<file path="config.mk">
export PLATFORM = sky130hd
export DESIGN_NAME = regex_star_anchor_matcher_unit
export DESIGN_NICKNAME = d
export VERILOG_FILES = /design/src/design/rsam_pkg.sv /design/src/design/regex_star_anchor_matcher_unit.sv /design/src/design/rsam_cell.sv
export SDC_FILE = /design/constraint.sdc
export NUM_CORES = 1
export LEC_CHECK = 0
export BUFFER_PORTS_ARGS = -buffer_cell sky130_fd_sc_hd__buf_2
export CAP_MARGIN = 20
export CELL_PAD_IN_SITES_DETAIL_PLACEMENT = 1
export CELL_PAD_IN_SITES_GLOBAL_PLACEMENT = 1
export CORE_ASPECT_RATIO = 1.25
export CORE_MARGIN = 2
export CORE_UTILIZATION = 50
export CTS_CLUSTER_DIAMETER = 40
export CTS_CLUSTER_SIZE = 28
export DETAILED_ROUTE_END_ITERATION = 6
export PLACE_DENSITY_LB_ADDON = 0.08
export SLEW_MARGIN = 15
export SYNTH_ARGS = -nofsm -noshare
export SYNTH_HDL_FRONTEND = slang
export SYNTH_HIERARCHICAL = 1
export SYNTH_SLANG_ARGS = --single-unit
</file>
<file path="constraint.sdc">
create_clock -name clk -period 11.9 [get_ports clk]
set_input_delay 1.19 -clock clk [delete_from_list [all_inputs] [get_ports clk]]
set_output_delay 1.19 -clock clk [all_outputs]
set_load 0.03 [all_outputs]
</file>
<file path="src/design/rsam_pkg.sv">
// Shared types and constants of the streaming regex matcher
`timescale 1ns / 1ps
`default_nettype none

package rsam_pkg;

  localparam int unsigned MAX_TOKENS_DEF = 32;
  localparam int unsigned SYM_W          = 21;
  localparam int unsigned SLOT_W         = 5;
  localparam int unsigned CNT_W          = 6;
  localparam int unsigned CFG_IDX_W      = 2;

  typedef enum logic [1:0] {
    CMD_TOKEN = 2'd0,
    CMD_CHAR  = 2'd1,
    CMD_END   = 2'd2
  } cmd_t;

  localparam logic [CFG_IDX_W-1:0] CFG_ANCHOR_START = 2'd0;
  localparam logic [CFG_IDX_W-1:0] CFG_ANCHOR_END   = 2'd1;
  localparam logic [CFG_IDX_W-1:0] CFG_TOKEN_COUNT  = 2'd2;

  // closure and match carries handed from one position to the next
  typedef struct packed {
    logic cur;
    logic nxt;
    logic pre;
    logic adv;
  } link_t;

  // per-position values looked at by the accept select
  typedef struct packed {
    logic cur;
    logic cn;
    logic pre;
  } tap_t;

  typedef struct packed {
    logic step;
    logic clear;
    logic tok_wr;
  } cell_ctl_t;

  typedef struct packed {
    logic matched;
    logic final_res;
  } res_t;

endpackage

`default_nettype wire

</file>
<file path="src/design/regex_star_anchor_matcher_unit.sv">
// Top level of the streaming regex matcher: cell row, accept select, output stage
//
//  channel  | direction | handshake         | payload
//  in_      | input     | in_valid/in_stall | command, token_slot, symbol, repeat_flag
//  out_     | output    | out_valid/out_stall | matched, final_res
//  cfg_     | input     | cfg_valid/cfg_ready | cfg_index, cfg_data
//
// One item per cycle while in_stall is low; each result is registered.
// The ripple of star closure through the cell row sets the cycle time.
// Reset clears the active positions, sticky flag, registers and output stage;
// tokens hold garbage until written. Results wait in an output register and a
// skid register; in_stall rises only when both are full. cfg_ready stays high.
`timescale 1ns / 1ps
`default_nettype none

module regex_star_anchor_matcher_unit #(
  parameter int unsigned MAX_TOKENS = rsam_pkg::MAX_TOKENS_DEF
) (
  input  wire logic                             clk,
  input  wire logic                             rst_n,
  input  wire logic                             in_valid,
  output logic                                  in_stall,
  input  wire logic [1:0]                       in_command,
  input  wire logic [rsam_pkg::SLOT_W-1:0]      in_token_slot,
  input  wire logic [rsam_pkg::SYM_W-1:0]       in_symbol,
  input  wire logic                             in_repeat_flag,
  output logic                                  out_valid,
  input  wire logic                             out_stall,
  output logic                                  out_matched,
  output logic                                  out_final_res,
  input  wire logic                             cfg_valid,
  output logic                                  cfg_ready,
  input  wire logic [rsam_pkg::CFG_IDX_W-1:0]   cfg_index,
  input  wire logic [rsam_pkg::CNT_W-1:0]       cfg_data
);
  import rsam_pkg::*;

  logic             anc_start_r;
  logic             anc_end_r;
  logic [CNT_W-1:0] count_r;
  logic             found_r;
  logic             found_nxt;
  logic             at_start_r;
  logic             at_start_nxt;
  logic             end_active_r;
  logic             end_active_nxt;

  logic             accept;
  logic             is_char;
  logic             is_end;
  logic             gen;
  cell_ctl_t        ctl;
  logic             start_set;

  link_t            link_v [0:MAX_TOKENS];
  tap_t             taps   [0:MAX_TOKENS];
  logic [MAX_TOKENS:0] hit;
  logic [MAX_TOKENS:0] cur_vec;
  logic [MAX_TOKENS:0] cn_vec;
  logic [MAX_TOKENS:0] pre_vec;
  logic             acc0;
  logic             acc1;
  res_t             res;

  logic             out_valid_r;
  logic             out_valid_nxt;
  res_t             out_res_r;
  logic             skid_valid_r;
  logic             skid_valid_nxt;
  res_t             skid_res_r;
  logic             out_load;

  assign accept  = in_valid & ~in_stall;
  assign is_char = (in_command == CMD_CHAR);
  assign is_end  = (in_command == CMD_END);
  assign gen     = accept & (is_char | is_end);

  assign ctl.step   = accept & is_char;
  assign ctl.clear  = accept & is_end;
  assign ctl.tok_wr = accept & (in_command == CMD_TOKEN);

  assign start_set = ~anc_start_r | at_start_r;

  assign link_v[0].cur = start_set;
  assign link_v[0].nxt = 1'b0;
  assign link_v[0].pre = 1'b1;
  assign link_v[0].adv = 1'b0;

  for (genvar i = 0; i < MAX_TOKENS; i++) begin : g_cell
    rsam_cell #(
      .IDX (i)
    ) u_cell (
      .clk    (clk),
      .rst_n  (rst_n),
      .ctl    (ctl),
      .sym    (in_symbol),
      .rep    (in_repeat_flag),
      .slot   (in_token_slot),
      .cnt    (count_r),
      .link_i (link_v[i]),
      .link_o (link_v[i+1]),
      .tap_o  (taps[i])
    );
    assign hit[i] = (32'(count_r) == 32'(i));
  end

  assign taps[MAX_TOKENS].cur = end_active_r | link_v[MAX_TOKENS].cur;
  assign taps[MAX_TOKENS].cn  = link_v[MAX_TOKENS].adv | link_v[MAX_TOKENS].nxt;
  assign taps[MAX_TOKENS].pre = link_v[MAX_TOKENS].pre;
  assign hit[MAX_TOKENS]      = (32'(count_r) >= MAX_TOKENS);

  for (genvar i = 0; i <= MAX_TOKENS; i++) begin : g_tap
    assign cur_vec[i] = taps[i].cur;
    assign cn_vec[i]  = taps[i].cn;
    assign pre_vec[i] = taps[i].pre;
  end

  assign acc0 = |(cur_vec & hit);
  assign acc1 = (|(cn_vec & hit)) | (~anc_start_r & (|(pre_vec & hit)));

  always_comb begin
    res.final_res = is_end;
    if (is_end) begin
      res.matched = anc_end_r ? acc0 : (found_r | acc0);
    end else begin
      res.matched = anc_end_r ? acc1 : (found_r | acc0 | acc1);
    end
  end

  always_comb begin
    found_nxt      = found_r;
    at_start_nxt   = at_start_r;
    end_active_nxt = end_active_r;
    if (ctl.clear) begin
      found_nxt      = 1'b0;
      at_start_nxt   = 1'b1;
      end_active_nxt = 1'b0;
    end else if (ctl.step) begin
      found_nxt      = found_r | acc0 | acc1;
      at_start_nxt   = 1'b0;
      end_active_nxt = taps[MAX_TOKENS].cn;
    end
  end

  always_ff @(posedge clk) begin
    if (!rst_n) begin
      found_r      <= 1'b0;
      at_start_r   <= 1'b1;
      end_active_r <= 1'b0;
    end else begin
      found_r      <= found_nxt;
      at_start_r   <= at_start_nxt;
      end_active_r <= end_active_nxt;
    end
  end

  assign cfg_ready = 1'b1;

  always_ff @(posedge clk) begin
    if (!rst_n) begin
      anc_start_r <= 1'b0;
      anc_end_r   <= 1'b0;
      count_r     <= '0;
    end else if (cfg_valid && cfg_ready) begin
      unique case (cfg_index)
        CFG_ANCHOR_START: anc_start_r <= cfg_data[0];
        CFG_ANCHOR_END:   anc_end_r   <= cfg_data[0];
        CFG_TOKEN_COUNT:  count_r     <= cfg_data;
        default: ;
      endcase
    end
  end

  // output register plus skid register
  assign out_load       = ~out_valid_r | ~out_stall;
  assign out_valid_nxt  = out_load ? (skid_valid_r | gen) : 1'b1;
  assign skid_valid_nxt = skid_valid_r ? ~out_load : (gen & ~out_load);

  always_ff @(posedge clk) begin
    if (!rst_n) begin
      out_valid_r  <= 1'b0;
      skid_valid_r <= 1'b0;
    end else begin
      out_valid_r  <= out_valid_nxt;
      skid_valid_r <= skid_valid_nxt;
    end
  end

  always_ff @(posedge clk) begin
    if (out_load) begin
      out_res_r <= skid_valid_r ? skid_res_r : res;
    end
    if (gen && !out_load) begin
      skid_res_r <= res;
    end
  end

  assign in_stall      = skid_valid_r;
  assign out_valid     = out_valid_r;
  assign out_matched   = out_res_r.matched;
  assign out_final_res = out_res_r.final_res;

  a_skid_behind_out: assert property (@(posedge clk) disable iff (!rst_n)
    skid_valid_r |-> out_valid_r)
    else $error("skid register full while output register empty");

  a_end_clears: assert property (@(posedge clk) disable iff (!rst_n)
    (accept && is_end) |=> (at_start_r && !found_r && !end_active_r))
    else $error("end of text did not clear text state");

  a_char_leaves_start: assert property (@(posedge clk) disable iff (!rst_n)
    (accept && is_char) |=> !at_start_r)
    else $error("text start flag survived a character");

endmodule

`default_nettype wire

</file>
<file path="src/design/rsam_cell.sv">
// One expression position: token storage, active bit and closure carry
`timescale 1ns / 1ps
`default_nettype none

module rsam_cell #(
  parameter int unsigned IDX = 0
) (
  input  wire logic                         clk,
  input  wire logic                         rst_n,
  input  wire rsam_pkg::cell_ctl_t          ctl,
  input  wire logic [rsam_pkg::SYM_W-1:0]   sym,
  input  wire logic                         rep,
  input  wire logic [rsam_pkg::SLOT_W-1:0]  slot,
  input  wire logic [rsam_pkg::CNT_W-1:0]   cnt,
  input  wire rsam_pkg::link_t              link_i,
  output rsam_pkg::link_t                   link_o,
  output rsam_pkg::tap_t                    tap_o
);
  import rsam_pkg::*;

  logic [SYM_W-1:0] code_r;
  logic             rep_r;
  logic             active_r;
  logic             active_nxt;
  logic             live;
  logic             eq;
  logic             cur;
  logic             raw;
  logic             cn;

  assign live = (32'(cnt) > IDX);
  assign eq   = (code_r == sym);
  assign cur  = active_r | link_i.cur;
  assign raw  = (cur & eq & rep_r & live) | link_i.adv;
  assign cn   = raw | link_i.nxt;

  assign link_o.cur = cur & rep_r & live;
  assign link_o.nxt = cn & rep_r & live;
  assign link_o.pre = link_i.pre & rep_r & live;
  assign link_o.adv = cur & eq & ~rep_r & live;

  assign tap_o.cur = cur;
  assign tap_o.cn  = cn;
  assign tap_o.pre = link_i.pre;

  always_comb begin
    active_nxt = active_r;
    if (ctl.clear) begin
      active_nxt = 1'b0;
    end else if (ctl.step) begin
      active_nxt = cn;
    end
  end

  always_ff @(posedge clk) begin
    if (!rst_n) begin
      active_r <= 1'b0;
    end else begin
      active_r <= active_nxt;
    end
  end

  always_ff @(posedge clk) begin
    if (ctl.tok_wr && (32'(slot) == IDX)) begin
      code_r <= sym;
      rep_r  <= rep;
    end
  end

endmodule

`default_nettype wire
</file>
==> flow_summary_export.csv <==
group,metric,value,unit
power,switching_power,1.553,mW
power,clkPwrFrac,48.2,%
power,seq_power_share,45.0,%
power,p_leak,13.40,nW
logic_synthesis,yosys_warnings,6,
route,via_count,23380,
floorplan,fp-row-count,109,
cells_and_area,seq_area,22170,sq um
timing,hold_violations,0,
logic_synthesis,ys_top_cells_by_area,"edfxtp_1 59%, xnor2_1 9.9%, xor2_1 6.6%",
route,ant_nets,0,
worst_setup_path,crit_family,"simple AND/OR/NAND/NOR gates",
cells_and_area,layout_commonest_cell,"edfxtp_1",
floorplan,core_area,70780,sq um
clock_network,htree_levels,3,
global_route,grt_util_all_layers,30.44,%
global_route,grt_pass1_wl,164300,um
logic_synthesis,yosysTopAreaCell,"edfxtp_1",
floorplan,die_area,73660,sq um
clock_network,cts_tree,"yes",
global_route,grt_max_degree,100,
logic_synthesis,yosysSeqAreaShare,62.00,%
power,swShare,23.91,%
cells_and_area,area_growth,16.91,%
placed_design,place.gp.congestion,0.9623,
clock_network,cts_sinks,753,
worst_setup_path,startpoint,"in_symbol[12]",
worst_setup_path,regToRegEndpoint,"out_matched$_DFFE_PN_",
worst_hold_path,holdCritPathClass,"register to register",
logic_synthesis,synth_edf_count,708,
floorplan,ios,47,
timing,fmax,0.08867,GHz
worst_setup_path,crit_path_frequent_cell,"nor2_1",
route,drt_iter0_drc,2093,
clock_network,cts_buffer_depth,3,
power,power_density,155.5,nW/um^2
timing,worst_slew_margin_rel,26.41,%
clock_network,cts-root-buf,"clkbuf_16",
timing,finalSetupViolations,0,
cells_and_area,nNetsFinal,2910,
timing,final_period_minus_worst_setup_slack,11280,ps
clock_network,clkTransAtPathRegs,50,ps
worst_setup_path,critPathCaptureType,"register",
global_route,grt_overflow_total,0,
logic_synthesis,yosysUniqueCellTypes,84,
clock_network,cts_made_buffers,106,
placed_design,hpwl,74360,um
logic_synthesis,synthesis.area,35750,sq um
power,combPwrFrac,6.8,%
worst_hold_path,min_path_cells,2,
logic_synthesis,ys.flop_type,"edfxtp_1",
job,cap_violations,0,
timing,tightest_slew,1104,ps
timing,fin_worst_skew,22.03,ps
worst_setup_path,crit_buf_inv,1,
floorplan,fp.dieW,243.2,um
timing,final_max_slew_viol_count,0,
logic_synthesis,async_flop_share,0,%
worst_setup_path,crit_fanout,3,
clock_network,clock_latency,670,ps
worst_setup_path,reg2reg_from,"count_r[2]$_SDFFE_PN0P_",
logic_synthesis,syn_area_per_cell,13.61,sq um
worst_setup_path,rrSetupSlack,670,ps
worst_setup_path,reg2reg_depth,76,
route,drt_pass1_iterations,5,
route,routedWlPerCell,28.70,um
worst_setup_path,slowest_delay,300,ps
floorplan,die_h,302.9,um
global_route,grt_pass1_vias,24350,
worst_setup_path,startpoint_type,"input pin",
logic_synthesis,synth_top_area_share,59.48,%
worst_setup_path,required,12310,ps
power,internal-power,4.944,mW
timing,setup_tns,0,ps
worst_setup_path,critPathSlowestCell,"mux2_1",
outcome,status,"finished, final reports clean",
cells_and_area,multi_input_area,12810,sq um
route,routed_wirelength,111900,um
worst_hold_path,hold-path-endpoint,"at_start_r$_SDFFE_PP1P_",
power,peakVddDrop,0.0001388,V
route,post-route-drc-count,0,
cells_and_area,layout_common_cells,"708 x edfxtp_1, 404 x xnor2_1, 268 x xor2_1, 211 x buf_4, 150 x nor2_1",
floorplan,start_util,50.50,%
worst_hold_path,min_from,"at_start_r$_SDFFE_PP1P_",
cells_and_area,num-fill-cells,6777,
timing,fin_crit_sh,94.77,%
route,via_per_inst,5.997,
clock_network,cts_hold_buf,0,
logic_synthesis,syn-instance-count,2627,
worst_setup_path,worstPathArrival,11690,ps
worst_setup_path,critical_path_class,"input pin to register",
logic_synthesis,synth-seq-cells,753,
cells_and_area,drive_gt1_share,19.77,%
timing,whs,506.5,ps
placed_design,numPortBuffers,45,
global_route,antenna_found_initial,9,
==> per-stage QoR <==
step | cell area (sq um) | instances | util (%) | power (mW) | worst slack, ps
after floorplan | 35760 | 2630 | - | 3.173 | 1662
after global placement | 37760 | 3660 | 53.34 | 3.392 | 128.0
after detailed placement | 37790 | 3662 | 53.39 | 3.407 | -144.0
after CTS | 41320 | 3859 | 58.38 | 6.535 | 240.6
after global routing | 41790 | 3897 | 59.03 | 6.670 | -101.9
final | 41790 | 3899 | 59.04 | 6.498 | 621.9
==> kinds of logic after synthesis <==
family          count (synthesis)  share of synthesized area [%]
compound gates                238                          4.533
xor+xnor                      672                          16.47
fa+ha+maj                       3                         0.1050
buf+inv                       170                          2.870
flops                         753                          62.00
mux                            33                          1.005
other cells                     2                        0.02101
simple gates                  756                          13.00
==> worst min-delay path, stage by stage (launching register included) <==
cell and delay [ps]:
dfxtp_1 290, inv_1 70, o211ai_1 90
==> routing by layer <==
metal / GRT usage, % / up-vias / wire [um] / share of wire [%]
met2: 50.82 / 771 / 54620 / 49
met3: 5.042 / 197 / 6948 / 6.2
met5: 0 / - / 39 / 0.035
li1: - / 10220 / - / -
met1: 39.81 / 12190 / 46020 / 41
met4: 12.39 / 6 / 4285 / 3.8
==> sequential cells by signal, summed over array words and instances, names as in the netlist <==
| name | count |
|---|---|
| count_r | 6 |
| out_final_res | 1 |
| anc_start_r | 1 |
| out_matched | 1 |
| in_stall | 1 |
| end_active_r | 1 |
| g_cell.u_cell/rep_r | 32 |
| anc_end_r | 1 |
| found_r | 1 |
| skid_res_r | 2 |
| g_cell.u_cell/active_r | 32 |
| out_valid | 1 |
| g_cell.u_cell/code_r | 672 |
| at_start_r | 1 |
==> synth_stat cells (20+ instances only) <==
library cell and count:
edfxtp_1 708, xnor2_1 404, xor2_1 268, nor2_1 173, nand4_1 144, buf_4 98, nor4_1 72, a21oi_1 67
nand2_1 61, nand3b_1 54, inv_1 52, o21ai_0 48, dfxtp_1 45, nor3_1 33, mux2i_1 28, nor4_2 26
and3_1 25, nor3b_1 25, nor2b_1 21, o31ai_2 20
==> power by group through the flow <==
| stage | sequential (mW) | clock (mW) | combinational (mW) |
|---|---|---|---|
| floorplan | 2.98 | 0 | 0.193 |
| global placement | 2.97 | 0 | 0.418 |
| detailed placement | 2.98 | 0 | 0.432 |
| CTS | 2.92 | 3.18 | 0.436 |
| global route | 2.92 | 3.28 | 0.469 |
| finish | 2.92 | 3.13 | 0.443 |
==> how the worst max path moves through the flow <==
stage | to | slack, ps | cells past startpoint
final | out_matched$_DFFE_PN_ | 620 | 75
after detailed placement | out_matched$_DFFE_PN_ | -140 | 75
after CTS | out_matched$_DFFE_PN_ | 240 | 76
after global placement | out_matched$_DFFE_PN_ | 130 | 75
after floorplan | out_matched$_DFFE_PN_ | 1660 | 75
after global routing | out_matched$_DFFE_PN_ | -100 | 76
==> final cells by class <==
class                           instances  area share, %
Clock buffer                          114          6.470
Antenna cell                            2        0.01198
Multi-Input combinational cell       1707          30.66
Timing Repair Buffer                  245          4.530
Sequential cell                       753          53.05
Tap cell                              943          2.823
Inverter                               52         0.4671
Clock inverter                         83          1.991
==> timing repair <==
action / 4_1_cts / 5_1_grt
endpoints found under the setup margin: 0 / 3
hold endpoints to repair: 0 / 0
resized for setup: 0 / 43
setup buffers: 0 / 37
No activity file was read; power rests on OpenSTA's default activity.
